File: src/sv/slui_pkg.sv
// ----------------------------------------------------------------------------
// slui_pkg
// Shared types and constants for the slew-limited unicycle integrator:
// sequencer states, register indexes, sine polynomial coefficients.
// ----------------------------------------------------------------------------
package slui_pkg;

  // Quarter-wave sine resolution: heading phase bits used as table index
  localparam int SINE_TABLE_BITS = 10;
  localparam int IDX_W           = SINE_TABLE_BITS + 1;
  localparam logic [IDX_W-1:0] SINE_N = IDX_W'(1) << SINE_TABLE_BITS;

  // Index scaling into Q30 and of the squared index back into Q30
  localparam int X_SHL  = 30 - SINE_TABLE_BITS;
  localparam int X2_SHL = 60 - 2 * SINE_TABLE_BITS;

  // Sine polynomial coefficients, Q30
  localparam logic [31:0] Q30_A = 32'd1686629713;
  localparam logic [31:0] Q30_B = 32'd688904866;
  localparam logic [31:0] Q30_C = 32'd76016977;

  // Largest sine magnitude in Q1.15
  localparam logic [14:0] TRIG_MAX = 15'd32767;

  // Quarter turn in binary angle units
  localparam logic [15:0] QUARTER = 16'h4000;

  // Shared multiplier operand and product widths
  localparam int MUL_W  = 33;
  localparam int PROD_W = 64;

  // Configuration register indexes
  localparam int CFG_ADDR_W = 2;
  localparam logic [CFG_ADDR_W-1:0] CFG_SPEED_STEP  = 2'd0;
  localparam logic [CFG_ADDR_W-1:0] CFG_TURN_STEP   = 2'd1;
  localparam logic [CFG_ADDR_W-1:0] CFG_TICK_SECONDS = 2'd2;

  // Configuration reset values
  localparam logic [14:0] SPEED_STEP_RST   = 15'd51;
  localparam logic [18:0] TURN_STEP_RST    = 19'd1043;
  localparam logic [15:0] TICK_SECONDS_RST = 16'd655;

  // Sequencer states: load states set the multiplier operands, the
  // following wait state lets the product settle into its register
  typedef enum logic [4:0] {
    ST_IDLE,
    ST_HMUL,
    ST_HUPD,
    ST_IDX,
    ST_SQ,
    ST_LDC,
    ST_MC,
    ST_LDB,
    ST_MB,
    ST_LDA,
    ST_MA,
    ST_LDR,
    ST_MR,
    ST_LDV,
    ST_MV,
    ST_LDT,
    ST_MT,
    ST_POS,
    ST_OUT
  } state_t;

endpackage

File: src/sv/slew_limited_unicycle_integrator.sv
// ----------------------------------------------------------------------------
// slew_limited_unicycle_integrator
// Dead reckoning for a unicycle model: slew-limited speed and turn rate,
// heading integration and saturating x/y integration, one pose per tick.
// ----------------------------------------------------------------------------
// One tick is accepted on the input stream, and its pose is later shown on the
// output stream; the next tick is taken only once the sequencer is back in idle,
// which waits for the output register to be free. All products go through
// one registered 33x33 signed multiplier under a small sequencer: one for
// the heading step, then per axis five for the sine polynomial, and two for
// speed * trig * tick length. Each product has an operand load state and a
// multiply state. A finished pose waits in the output register, so a new tick
// can be accepted while it is still pending.
module slew_limited_unicycle_integrator (
  input  logic                               clk,
  input  logic                               rst_n,
  // Input stream: tdata = target_speed[15:0], target_turn[35:16], zero pad
  input  logic                               in_tvalid,
  output logic                               in_tready,
  input  logic [39:0]                        in_tdata,
  // Result stream: tdata = out_x[31:0], out_y[63:32], out_heading[79:64],
  //   out_speed[95:80], out_turn[115:96], zero pad
  output logic                               out_tvalid,
  input  logic                               out_tready,
  output logic [119:0]                       out_tdata,
  // Configuration write port
  input  logic                               cfg_wr_en,
  input  logic [slui_pkg::CFG_ADDR_W-1:0]    cfg_addr,
  input  logic [18:0]                        cfg_wdata
);

  // --------------------------------------------------------------------------
  // Helpers
  // --------------------------------------------------------------------------
  function automatic logic signed [slui_pkg::MUL_W-1:0] uext(input logic [31:0] v);
    return $signed({1'b0, v});
  endfunction

  function automatic logic signed [slui_pkg::MUL_W-1:0] sext(input logic [31:0] v);
    return $signed({v[31], v});
  endfunction

  // Move cur toward tgt by at most step, never past it
  function automatic logic [21:0] slew(input logic signed [21:0] cur,
                                       input logic signed [21:0] tgt,
                                       input logic signed [21:0] step);
    logic signed [21:0] n;
    logic [21:0]        res;
    n   = cur;
    res = cur;
    if (tgt > cur) begin
      n   = cur + step;
      res = (n > tgt) ? tgt : n;
    end else if (tgt < cur) begin
      n   = cur - step;
      res = (n < tgt) ? tgt : n;
    end
    return res;
  endfunction

  // --------------------------------------------------------------------------
  // Registers
  // --------------------------------------------------------------------------
  slui_pkg::state_t state_r, state_nxt;

  logic [14:0] speed_step_r, speed_step_nxt;
  logic [18:0] turn_step_r, turn_step_nxt;
  logic [15:0] tick_r, tick_nxt;

  logic signed [31:0] pos_x_r, pos_x_nxt;
  logic signed [31:0] pos_y_r, pos_y_nxt;
  logic [15:0]        heading_r, heading_nxt;
  logic [15:0]        speed_r, speed_nxt;
  logic [19:0]        turn_r, turn_nxt;

  logic               axis_r, axis_nxt;   // 0: x (cosine), 1: y (sine)
  logic               neg_r, neg_nxt;
  logic [30:0]        x_r, x_nxt;
  logic [30:0]        x2_r, x2_nxt;

  logic signed [slui_pkg::MUL_W-1:0]  a_r, a_nxt;
  logic signed [slui_pkg::MUL_W-1:0]  b_r, b_nxt;
  logic signed [slui_pkg::PROD_W-1:0] p_r;
  logic signed [2*slui_pkg::MUL_W-1:0] prod;

  logic         out_tvalid_r, out_tvalid_nxt;
  logic [119:0] out_tdata_r, out_tdata_nxt;

  // --------------------------------------------------------------------------
  // Datapath terms
  // --------------------------------------------------------------------------
  logic                             in_xfer;
  logic [15:0]                      angle;
  logic [slui_pkg::SINE_TABLE_BITS-1:0] phase;
  logic [slui_pkg::IDX_W-1:0]       idx;
  logic [93:0]                      sq_ext;
  logic [30:0]                      x2_w;
  logic [31:0]                      hsum;
  logic [63:0]                      trig_rnd;
  logic [32:0]                      trig_q;
  logic [15:0]                      trig_mag;
  logic [15:0]                      trig_v;
  logic [63:0]                      pos_rnd;
  logic signed [32:0]               delta;
  logic signed [31:0]               pos_cur;
  logic signed [33:0]               pos_sum;
  logic signed [31:0]               pos_sat;
  logic [21:0]                      speed_slew;
  logic [21:0]                      turn_slew;

  assign in_xfer = in_tvalid && in_tready;

  // Shared multiplier
  assign prod = a_r * b_r;

  // Table index and sign for the current axis
  assign angle = heading_r + (axis_r ? 16'd0 : slui_pkg::QUARTER);
  assign phase = angle[13 -: slui_pkg::SINE_TABLE_BITS];
  assign idx   = angle[14] ? (slui_pkg::SINE_N - {1'b0, phase}) : {1'b0, phase};

  // Squared index rescaled into Q30
  assign sq_ext = {30'd0, p_r};
  assign x2_w   = 31'((sq_ext << slui_pkg::X2_SHL) >> 30);

  // Heading step, rounded
  assign hsum = p_r[31:0] + 32'h0000_8000;

  // Q1.15 sine with rounding, clamp and quadrant sign
  assign trig_rnd = p_r + 64'sd536870912;
  assign trig_q   = trig_rnd[62:30];
  assign trig_mag = (trig_q > 33'(slui_pkg::TRIG_MAX)) ? {1'b0, slui_pkg::TRIG_MAX}
                                                       : trig_q[15:0];
  assign trig_v   = neg_r ? (16'd0 - trig_mag) : trig_mag;

  // Position step, rounded to nearest, and saturating add
  assign pos_rnd = p_r + 64'sd16777216;
  assign delta   = $signed(pos_rnd[57:25]);
  assign pos_cur = axis_r ? pos_y_r : pos_x_r;
  assign pos_sum = {{2{pos_cur[31]}}, pos_cur} + {delta[32], delta};
  always_comb begin
    if (pos_sum[33:31] == 3'b000 || pos_sum[33:31] == 3'b111) begin
      pos_sat = pos_sum[31:0];
    end else if (pos_sum[33]) begin
      pos_sat = 32'sh8000_0000;
    end else begin
      pos_sat = 32'sh7FFF_FFFF;
    end
  end

  // Slewed velocities from the incoming command
  assign speed_slew = slew($signed({{6{speed_r[15]}}, speed_r}),
                           $signed({{6{in_tdata[15]}}, in_tdata[15:0]}),
                           $signed({7'd0, speed_step_r}));
  assign turn_slew  = slew($signed({{2{turn_r[19]}}, turn_r}),
                           $signed({{2{in_tdata[35]}}, in_tdata[35:16]}),
                           $signed({3'd0, turn_step_r}));

  // --------------------------------------------------------------------------
  // Sequencer: next state and register updates
  // --------------------------------------------------------------------------
  always_comb begin
    state_nxt      = state_r;
    speed_step_nxt = speed_step_r;
    turn_step_nxt  = turn_step_r;
    tick_nxt       = tick_r;
    pos_x_nxt      = pos_x_r;
    pos_y_nxt      = pos_y_r;
    heading_nxt    = heading_r;
    speed_nxt      = speed_r;
    turn_nxt       = turn_r;
    axis_nxt       = axis_r;
    neg_nxt        = neg_r;
    x_nxt          = x_r;
    x2_nxt         = x2_r;
    a_nxt          = a_r;
    b_nxt          = b_r;
    out_tdata_nxt  = out_tdata_r;
    out_tvalid_nxt = out_tvalid_r && !out_tready;

    // Take configuration writes at any time
    if (cfg_wr_en) begin
      unique case (cfg_addr)
        slui_pkg::CFG_SPEED_STEP:   speed_step_nxt = cfg_wdata[14:0];
        slui_pkg::CFG_TURN_STEP:    turn_step_nxt  = cfg_wdata[18:0];
        slui_pkg::CFG_TICK_SECONDS: tick_nxt       = cfg_wdata[15:0];
        default: ;
      endcase
    end

    unique case (state_r)
      slui_pkg::ST_IDLE: begin
        // Slew velocities and start the heading product
        if (in_xfer) begin
          speed_nxt = speed_slew[15:0];
          turn_nxt  = turn_slew[19:0];
          a_nxt     = sext({{12{turn_slew[19]}}, turn_slew[19:0]});
          b_nxt     = uext({16'd0, tick_r});
          axis_nxt  = 1'b0;
          state_nxt = slui_pkg::ST_HMUL;
        end
      end
      slui_pkg::ST_HMUL: state_nxt = slui_pkg::ST_HUPD;
      slui_pkg::ST_HUPD: begin
        heading_nxt = heading_r + hsum[31:16];
        state_nxt   = slui_pkg::ST_IDX;
      end
      slui_pkg::ST_IDX: begin
        // Square the table index
        a_nxt     = uext(32'(idx));
        b_nxt     = uext(32'(idx));
        x_nxt     = 31'(idx) << slui_pkg::X_SHL;
        neg_nxt   = angle[15];
        state_nxt = slui_pkg::ST_SQ;
      end
      slui_pkg::ST_SQ: state_nxt = slui_pkg::ST_LDC;
      slui_pkg::ST_LDC: begin
        x2_nxt    = x2_w;
        a_nxt     = uext(slui_pkg::Q30_C);
        b_nxt     = uext({1'b0, x2_w});
        state_nxt = slui_pkg::ST_MC;
      end
      slui_pkg::ST_MC: state_nxt = slui_pkg::ST_LDB;
      slui_pkg::ST_LDB: begin
        a_nxt     = uext(slui_pkg::Q30_B - p_r[61:30]);
        b_nxt     = uext({1'b0, x2_r});
        state_nxt = slui_pkg::ST_MB;
      end
      slui_pkg::ST_MB: state_nxt = slui_pkg::ST_LDA;
      slui_pkg::ST_LDA: begin
        a_nxt     = uext(slui_pkg::Q30_A - p_r[61:30]);
        b_nxt     = uext({1'b0, x_r});
        state_nxt = slui_pkg::ST_MA;
      end
      slui_pkg::ST_MA: state_nxt = slui_pkg::ST_LDR;
      slui_pkg::ST_LDR: begin
        // Scale the Q30 sine to Q1.15
        a_nxt     = uext(p_r[61:30]);
        b_nxt     = uext({17'd0, slui_pkg::TRIG_MAX});
        state_nxt = slui_pkg::ST_MR;
      end
      slui_pkg::ST_MR: state_nxt = slui_pkg::ST_LDV;
      slui_pkg::ST_LDV: begin
        a_nxt     = sext({{16{speed_r[15]}}, speed_r});
        b_nxt     = sext({{16{trig_v[15]}}, trig_v});
        state_nxt = slui_pkg::ST_MV;
      end
      slui_pkg::ST_MV: state_nxt = slui_pkg::ST_LDT;
      slui_pkg::ST_LDT: begin
        a_nxt     = $signed(p_r[32:0]);
        b_nxt     = uext({16'd0, tick_r});
        state_nxt = slui_pkg::ST_MT;
      end
      slui_pkg::ST_MT: state_nxt = slui_pkg::ST_POS;
      slui_pkg::ST_POS: begin
        // Advance one axis, then the other
        if (axis_r) begin
          pos_y_nxt = pos_sat;
          state_nxt = slui_pkg::ST_OUT;
        end else begin
          pos_x_nxt = pos_sat;
          axis_nxt  = 1'b1;
          state_nxt = slui_pkg::ST_IDX;
        end
      end
      slui_pkg::ST_OUT: begin
        // Hold until the output register is free
        if (!out_tvalid_r || out_tready) begin
          out_tdata_nxt  = {4'd0, turn_r, speed_r, heading_r, pos_y_r, pos_x_r};
          out_tvalid_nxt = 1'b1;
          state_nxt      = slui_pkg::ST_IDLE;
        end
      end
      default: state_nxt = slui_pkg::ST_IDLE;
    endcase
  end

  // --------------------------------------------------------------------------
  // Clocked state
  // --------------------------------------------------------------------------
  always_ff @(posedge clk) begin
    if (!rst_n) begin
      state_r      <= slui_pkg::ST_IDLE;
      speed_step_r <= slui_pkg::SPEED_STEP_RST;
      turn_step_r  <= slui_pkg::TURN_STEP_RST;
      tick_r       <= slui_pkg::TICK_SECONDS_RST;
      pos_x_r      <= '0;
      pos_y_r      <= '0;
      heading_r    <= '0;
      speed_r      <= '0;
      turn_r       <= '0;
      axis_r       <= 1'b0;
      out_tvalid_r <= 1'b0;
    end else begin
      state_r      <= state_nxt;
      speed_step_r <= speed_step_nxt;
      turn_step_r  <= turn_step_nxt;
      tick_r       <= tick_nxt;
      pos_x_r      <= pos_x_nxt;
      pos_y_r      <= pos_y_nxt;
      heading_r    <= heading_nxt;
      speed_r      <= speed_nxt;
      turn_r       <= turn_nxt;
      axis_r       <= axis_nxt;
      out_tvalid_r <= out_tvalid_nxt;
    end
  end

  // Payload registers
  always_ff @(posedge clk) begin
    neg_r       <= neg_nxt;
    x_r         <= x_nxt;
    x2_r        <= x2_nxt;
    a_r         <= a_nxt;
    b_r         <= b_nxt;
    p_r         <= prod[slui_pkg::PROD_W-1:0];
    out_tdata_r <= out_tdata_nxt;
  end

  assign in_tready  = (state_r == slui_pkg::ST_IDLE);
  assign out_tvalid = out_tvalid_r;
  assign out_tdata  = out_tdata_r;

  // --------------------------------------------------------------------------
  // Assertions
  // --------------------------------------------------------------------------
  a_vel_hold: assert property (@(posedge clk) disable iff (!rst_n)
    !in_xfer |=> $stable(speed_r) && $stable(turn_r))
    else $error("velocity changed without an input transfer");

  a_both_axes: assert property (@(posedge clk) disable iff (!rst_n)
    (state_r == slui_pkg::ST_OUT) |-> axis_r)
    else $error("result issued before both axes were advanced");

  a_out_src: assert property (@(posedge clk) disable iff (!rst_n)
    $rose(out_tvalid_r) |-> $past(state_r == slui_pkg::ST_OUT))
    else $error("result raised outside the output step");

endmodule
File: config.mk
export PLATFORM = sky130hd
export DESIGN_NAME = slew_limited_unicycle_integrator
export DESIGN_NICKNAME = d
export VERILOG_FILES = /design/src/sv/slui_pkg.sv /design/src/sv/slew_limited_unicycle_integrator.sv
export SDC_FILE = /design/constraint.sdc
export NUM_CORES = 2
export LEC_CHECK = 0
export ABC_AREA = 1
export BUFFER_PORTS_ARGS = -buffer_cell sky130_fd_sc_hd__buf_4
export CORE_MARGIN = 2
export CORE_UTILIZATION = 66
export DETAILED_ROUTE_END_ITERATION = 6
export GPL_TIMING_DRIVEN = 1
export PLACE_DENSITY = 0.9
export SKIP_CTS_REPAIR_TIMING = 1
export SYNTH_ARGS = -nofsm -noshare
export SYNTH_HDL_FRONTEND = slang
export SYNTH_SLANG_ARGS = --single-unit
File: constraint.sdc
create_clock -name clk -period 8.9 [get_ports clk]
set_input_delay 0.89 -clock clk [delete_from_list [all_inputs] [get_ports clk]]
set_output_delay 0.89 -clock clk [all_outputs]
set_load 0.005 [all_outputs]
Word level (Yosys, flattened, before mapping)
Cells that the tools add are included.
W data, S select, Z words.
{"block": "word_totals", "ff_bits": 451, "latch_bits": 0, "ram_bits": 0, "romBits": 0, "inputBits": 66, "out_inout_bits": 122, "word_cells": 116, "n_memories": 0}
{"block": "op_classes", "n_addsub": 14, "multipliers": 1, "div": 0, "order_cmp": 9, "eq_ne": 23, "shift": 0, "muxes": 27, "bitwise": 1, "n_reduce_logical": 23}
{"operator": "$pmux W33 S8", "n": 2}
{"operator": "$mux W16", "n": 6}
{"operator": "$mux W32", "n": 3}
{"operator": "$pmux W5 S19", "n": 1}
{"operator": "$mux W20", "n": 4}
{"operator": "$mux W33", "n": 2}
{"operator": "$add A63 B31 Y63 const B", "n": 1}
{"operator": "$mul A33 B33 Y63", "n": 1}
{"operator": "$add A58 B26 Y58 const B", "n": 1}
{"operator": "$eq A5 B4 Y1 const B", "n": 8}
{"operator": "$add A32 B33 Y34", "n": 1}
{"operator": "$gt A33 B15 Y1 const B", "n": 1}
{"operator": "$add A32 B16 Y32 const B", "n": 1}
{"operator": "$sub A30 B32 Y32 const A", "n": 1}
{"operator": "$sub A31 B32 Y32 const A", "n": 1}
{"operator": "$add A20 B20 Y21", "n": 1}
{"operator": "$gt A21 B20 Y1", "n": 1}
{"operator": "$lt A21 B20 Y1", "n": 1}
{"operator": "$sub A20 B20 Y21", "n": 1}
{"operator": "$eq A5 B3 Y1 const B", "n": 4}
{"operator": "$gt A20 B20 Y1", "n": 1}
{"operator": "$lt A20 B20 Y1", "n": 1}
{"operator": "$reduce_and A2 Y1", "n": 10}
{"operator": "$add A16 B16 Y17", "n": 1}
{"operator": "32 further kinds", "n": 43}

Logic depth before layout (Yosys ltp)
{"block": "depth", "word_depth": 7, "ltp_mapped": 34, "ltp_nobuf": 32}

Least setup slack after synthesis
OpenSTA, ideal clock, no wires.
{"block": "synth_path", "path_type": "input to register", "startpoint": "input port out_tready", "endpoint": "register out_tdata_r[0] (netlist: out_tdata[0]), enable pin", "setup_ns": 0.630, "arrival_ns": 6.546, "t_required_ns": 8.270, "slack_ns": 1.723, "cell_stages": 2, "path_buffers": 0, "path_cell_list": "inv_1 a21oi_1"}
{"block": "synth_between", "elab_chain_len": 2}
{"item": "from (decl)", "line_no": "slew_limited_unicycle_integrator.sv:24", "rtl": "input logic out_tready,"}
{"item": "$logic_or A1 B1 Y1", "line_no": "slew_limited_unicycle_integrator.sv:267", "rtl": "if (!out_tvalid_r || out_tready) begin"}
{"item": "$reduce_and A2 Y1 (no source line)"}
{"item": "to (signal assigned)", "line_no": "slew_limited_unicycle_integrator.sv:316", "rtl": "out_tdata_r <= out_tdata_nxt;"}
{"item": "to (decl)", "line_no": "slew_limited_unicycle_integrator.sv:87", "rtl": "logic [119:0] out_tdata_r, out_tdata_nxt;"}
No other way between the ends.
A chain may end at the register's enable or synchronous reset.

Worst setup path in the final report
{"block": "layout_path", "startpoint": "register b_r[11] in the netlist's numbering", "endpoint": "register p_r[59] in the netlist's numbering"}
{"block": "layout_between", "elab_chain_len": 1}
{"item": "from (decl)", "line_no": "slew_limited_unicycle_integrator.sv:82", "rtl": "logic signed [slui_pkg::MUL_W-1:0] b_r, b_nxt;"}
{"item": "from (signal assigned)", "line_no": "slew_limited_unicycle_integrator.sv:314", "rtl": "b_r <= b_nxt;"}
{"item": "$mul A33 B33 Y63", "line_no": "slew_limited_unicycle_integrator.sv:114", "rtl": "assign prod = a_r * b_r;"}
{"item": "net prod (one bit)", "line_no": "slew_limited_unicycle_integrator.sv:84", "rtl": "logic signed [2*slui_pkg::MUL_W-1:0] prod;"}
{"item": "to (signal assigned)", "line_no": "slew_limited_unicycle_integrator.sv:315", "rtl": "p_r <= prod[slui_pkg::PROD_W-1:0];"}
{"item": "to (decl)", "line_no": "slew_limited_unicycle_integrator.sv:83", "rtl": "logic signed [slui_pkg::PROD_W-1:0] p_r;"}
The timed path passes the listed nets, and every way through them passes these cells.

==> impl_metrics.py <==
metrics = {
    "status": {
        "status": "finished with violations",
        "failed_checks": "design-rule violations",
    },
    "synth": {
        "yosysTopAreaCell": "fa_1",
        "netlist_top_cells_area": "fa_1 (33%), inv_1 (12%), nand2_1 (11%)",
        "synth_area_per_cell_um2": 7.82,
        "ys_seq_elements": 450,
        "synthTopCellsByCount": "inv_1 (2214), nand2_1 (2009), fa_1 (1119), a21oi_1 (467), ha_1 (447)",
        "synth-main-ff-cell": "dfxtp_1",
        "async_reset_ff_share_pct": 0,
        "synth_most_common_cell": "inv_1",
        "synth_area_um2": 68800,
        "synth_edf_count": 214,
        "synth.top_cell.area_share_pct": 32.5,
        "synth_cell_types": 71,
        "ys_warn_count": 0,
        "netlist_instances": 8805,
        "synth_seq_area_share_pct": 16.2,
    },
    "detailed_routing": {
        "totalWireLength_um": 214000,
        "drc": 7,
        "first_pass_iters": 7,
        "ant_nets": 0,
        "avgRoutedWirePerCell_um": 21.0,
        "vias_per_cell": 5.79,
        "drt_iter0_markers": 5594,
        "vias": 58900,
    },
    "timing": {
        "final-hold-violation-count": 0,
        "worst_pin_slew_ns": 1.38,
        "setup_tns_ns": 0,
        "finClkSkew_ns": 0.0345,
        "finalCriticalPeriod_ns": 8.60,
        "setup_viol": 0,
        "finalCritPeriodShare_pct": 96.6,
        "slew_headroom_pct": 8.19,
        "maxSlewViolCount": 0,
        "rsz0062_at_grt": "false",
        "fmax_mhz": 116,
    },
    "critical_path": {
        "cp-start-kind": "register",
        "crit_required_ns": 9.40,
        "critPathMaxFanout": 18,
        "slowest_stage": "edfxtp_1",
        "path_delay_family": "adder cells",
        "crit_top_cell": "fa_1",
        "crit_arrival_ns": 9.10,
        "path_buf_inv": 7,
        "crit_type": "reg -> reg",
        "cpPeakStageDelay_ns": 0.96,
        "worstSetupEndpointType": "register",
    },
    "placed_design": {
        "place.gp.congestion": 1.01,
        "dp.final_hpwl_um": 175000,
        "portBuffers": 179,
    },
    "global_routing": {
        "grt_pass1_vias": 61700,
        "antenna_found_initial": 11,
        "grt_max_degree": 74,
        "grt_pass1_wl_um": 334000,
        "grt_overflow": 0,
        "grt.total_usage_pct": 40.5,
    },
    "run": {
        "maxCapViolCount": 0,
    },
    "clocking": {
        "tritoncts": "done",
        "clock-sinks": 450,
        "clockBufferDepth": 3,
        "path_clk_slew_ns": 0.08,
        "insertion_delay_ns": 0.64,
        "cts_buffers": 46,
        "clockRootBuffer": "clkbuf_16",
        "h-tree-depth": 2,
    },
    "floorplan": {
        "die-area_um2": 107000,
        "die_h_um": 327,
        "die_w_um": 327,
        "num_rows": 118,
        "io-pin-count": 188,
        "coreArea_um2": 103000,
        "initial_core_util_pct": 66.5,
    },
    "layout": {
        "register_area_um2": 11200,
        "layout-drive-gt1-share_pct": 5.76,
        "nets": 10400,
        "area_growth_pct": 6.05,
        "n_fill_cell": 7760,
        "multi_input_area_um2": 47700,
    },
    "worst_hold_path": {
        "hold_path.class": "reg -> reg",
    },
}
==> path summary, 6_finish.rpt <==
path	startpoint	end	slack, ns	cells after the start
worst max register to register	b_r[11]	p_r[59]	0.30	27
worst min-delay path	pos_x_r[30]	out_tdata[30]	0.43	0
worst max-delay path	b_r[11]	p_r[59]	0.30	27
worst min register to register	pos_x_r[30]	out_tdata[30]	0.43	0
==> routing by layer <==
metal	wire length, um	vias up	track usage [%]
met4	15500	6	24.8
met2	101000	3381	67.1
met3	21800	904	8.62
met5	43	-	0
li1	-	26200	-
met1	75700	28400	48.6
==> cells in the final DEF (no fill, tap or decap), drive strengths merged, types with 9 or more instances in the layout <==
| cell type | count |
|---|---|
| o2111ai | 12 |
| o31ai | 9 |
| ha | 447 |
| nor2 | 425 |
| fa | 1119 |
| clkinv | 27 |
| a2111oi | 13 |
| a22oi | 9 |
| clkbuf | 58 |
| nand3 | 275 |
| nand2 | 2028 |
| o21bai | 17 |
| nand4 | 40 |
| o21a | 13 |
| nor4 | 21 |
| a211oi | 11 |
| dfxtp | 236 |
| o211ai | 71 |
| or2 | 17 |
| buf | 312 |
| a21o | 17 |
| o21ai | 297 |
| nor3 | 66 |
| xor2 | 183 |
| o221ai | 9 |
| a21oi | 468 |
| inv | 2235 |
| a31oi | 28 |
| a221oi | 11 |
| edfxtp | 214 |
| xnor2 | 50 |
==> per-stage QoR <==
step           setup slack, ns  util [%]  hold slack, ns  area, um2  instances
3_5_place_dp             0.523      68.9           0.413      71300      10100
5_1_grt               0.000679      70.5           0.437      73000      10200
6_report                 0.300      70.5           0.430      73000      10200
4_1_cts                  0.416      70.4           0.428      72900      10200
2_1_floorplan             1.72         -           0.408      68800       8808
3_3_place_gp             0.644      68.9           0.413      71300      10100
==> registers in the layout, summed over array words and instances, names as in the netlist, 16 cells and up <==
register	flops
b_r	32
p_r	63
x2_r	21
turn_step_r	19
out_tdata	116
speed_r	16
a_r	33
pos_y_r	32
pos_x_r	32
heading_r	16
turn_r	20
tick_r	16
==> logic make-up (layout without fill, tap and decap cells) <==
| logic type | Yosys count | count (layout) | share of synthesized area [%] |
|---|---|---|---|
| buf+inv | 2656 | 2639 | 14.6 |
| simple gates | 2885 | 2885 | 17.2 |
| flops | 450 | 450 | 16.2 |
| fa+ha+maj | 1566 | 1566 | 40.7 |
| compound gates | 1013 | 1013 | 8.34 |
| mux | 1 | 1 | 0.0164 |
| other cells | 1 | 10 | 0.00545 |
| xor+xnor | 233 | 233 | 2.96 |
==> final cells by class <==
cell class	instances	share of cell area, %
well taps	1380	2.37
flip-flops and latches	450	15.3
multi-input cells	5702	65.3
clock buffers	58	1.75
clock inverters	28	0.416
repair buffers	312	3.30
inverters	2241	11.5
diodes	6	0.0206
Power is not shown: default switching activity piles up to over one toggle a cycle in this logic, so the estimate is an artifact.
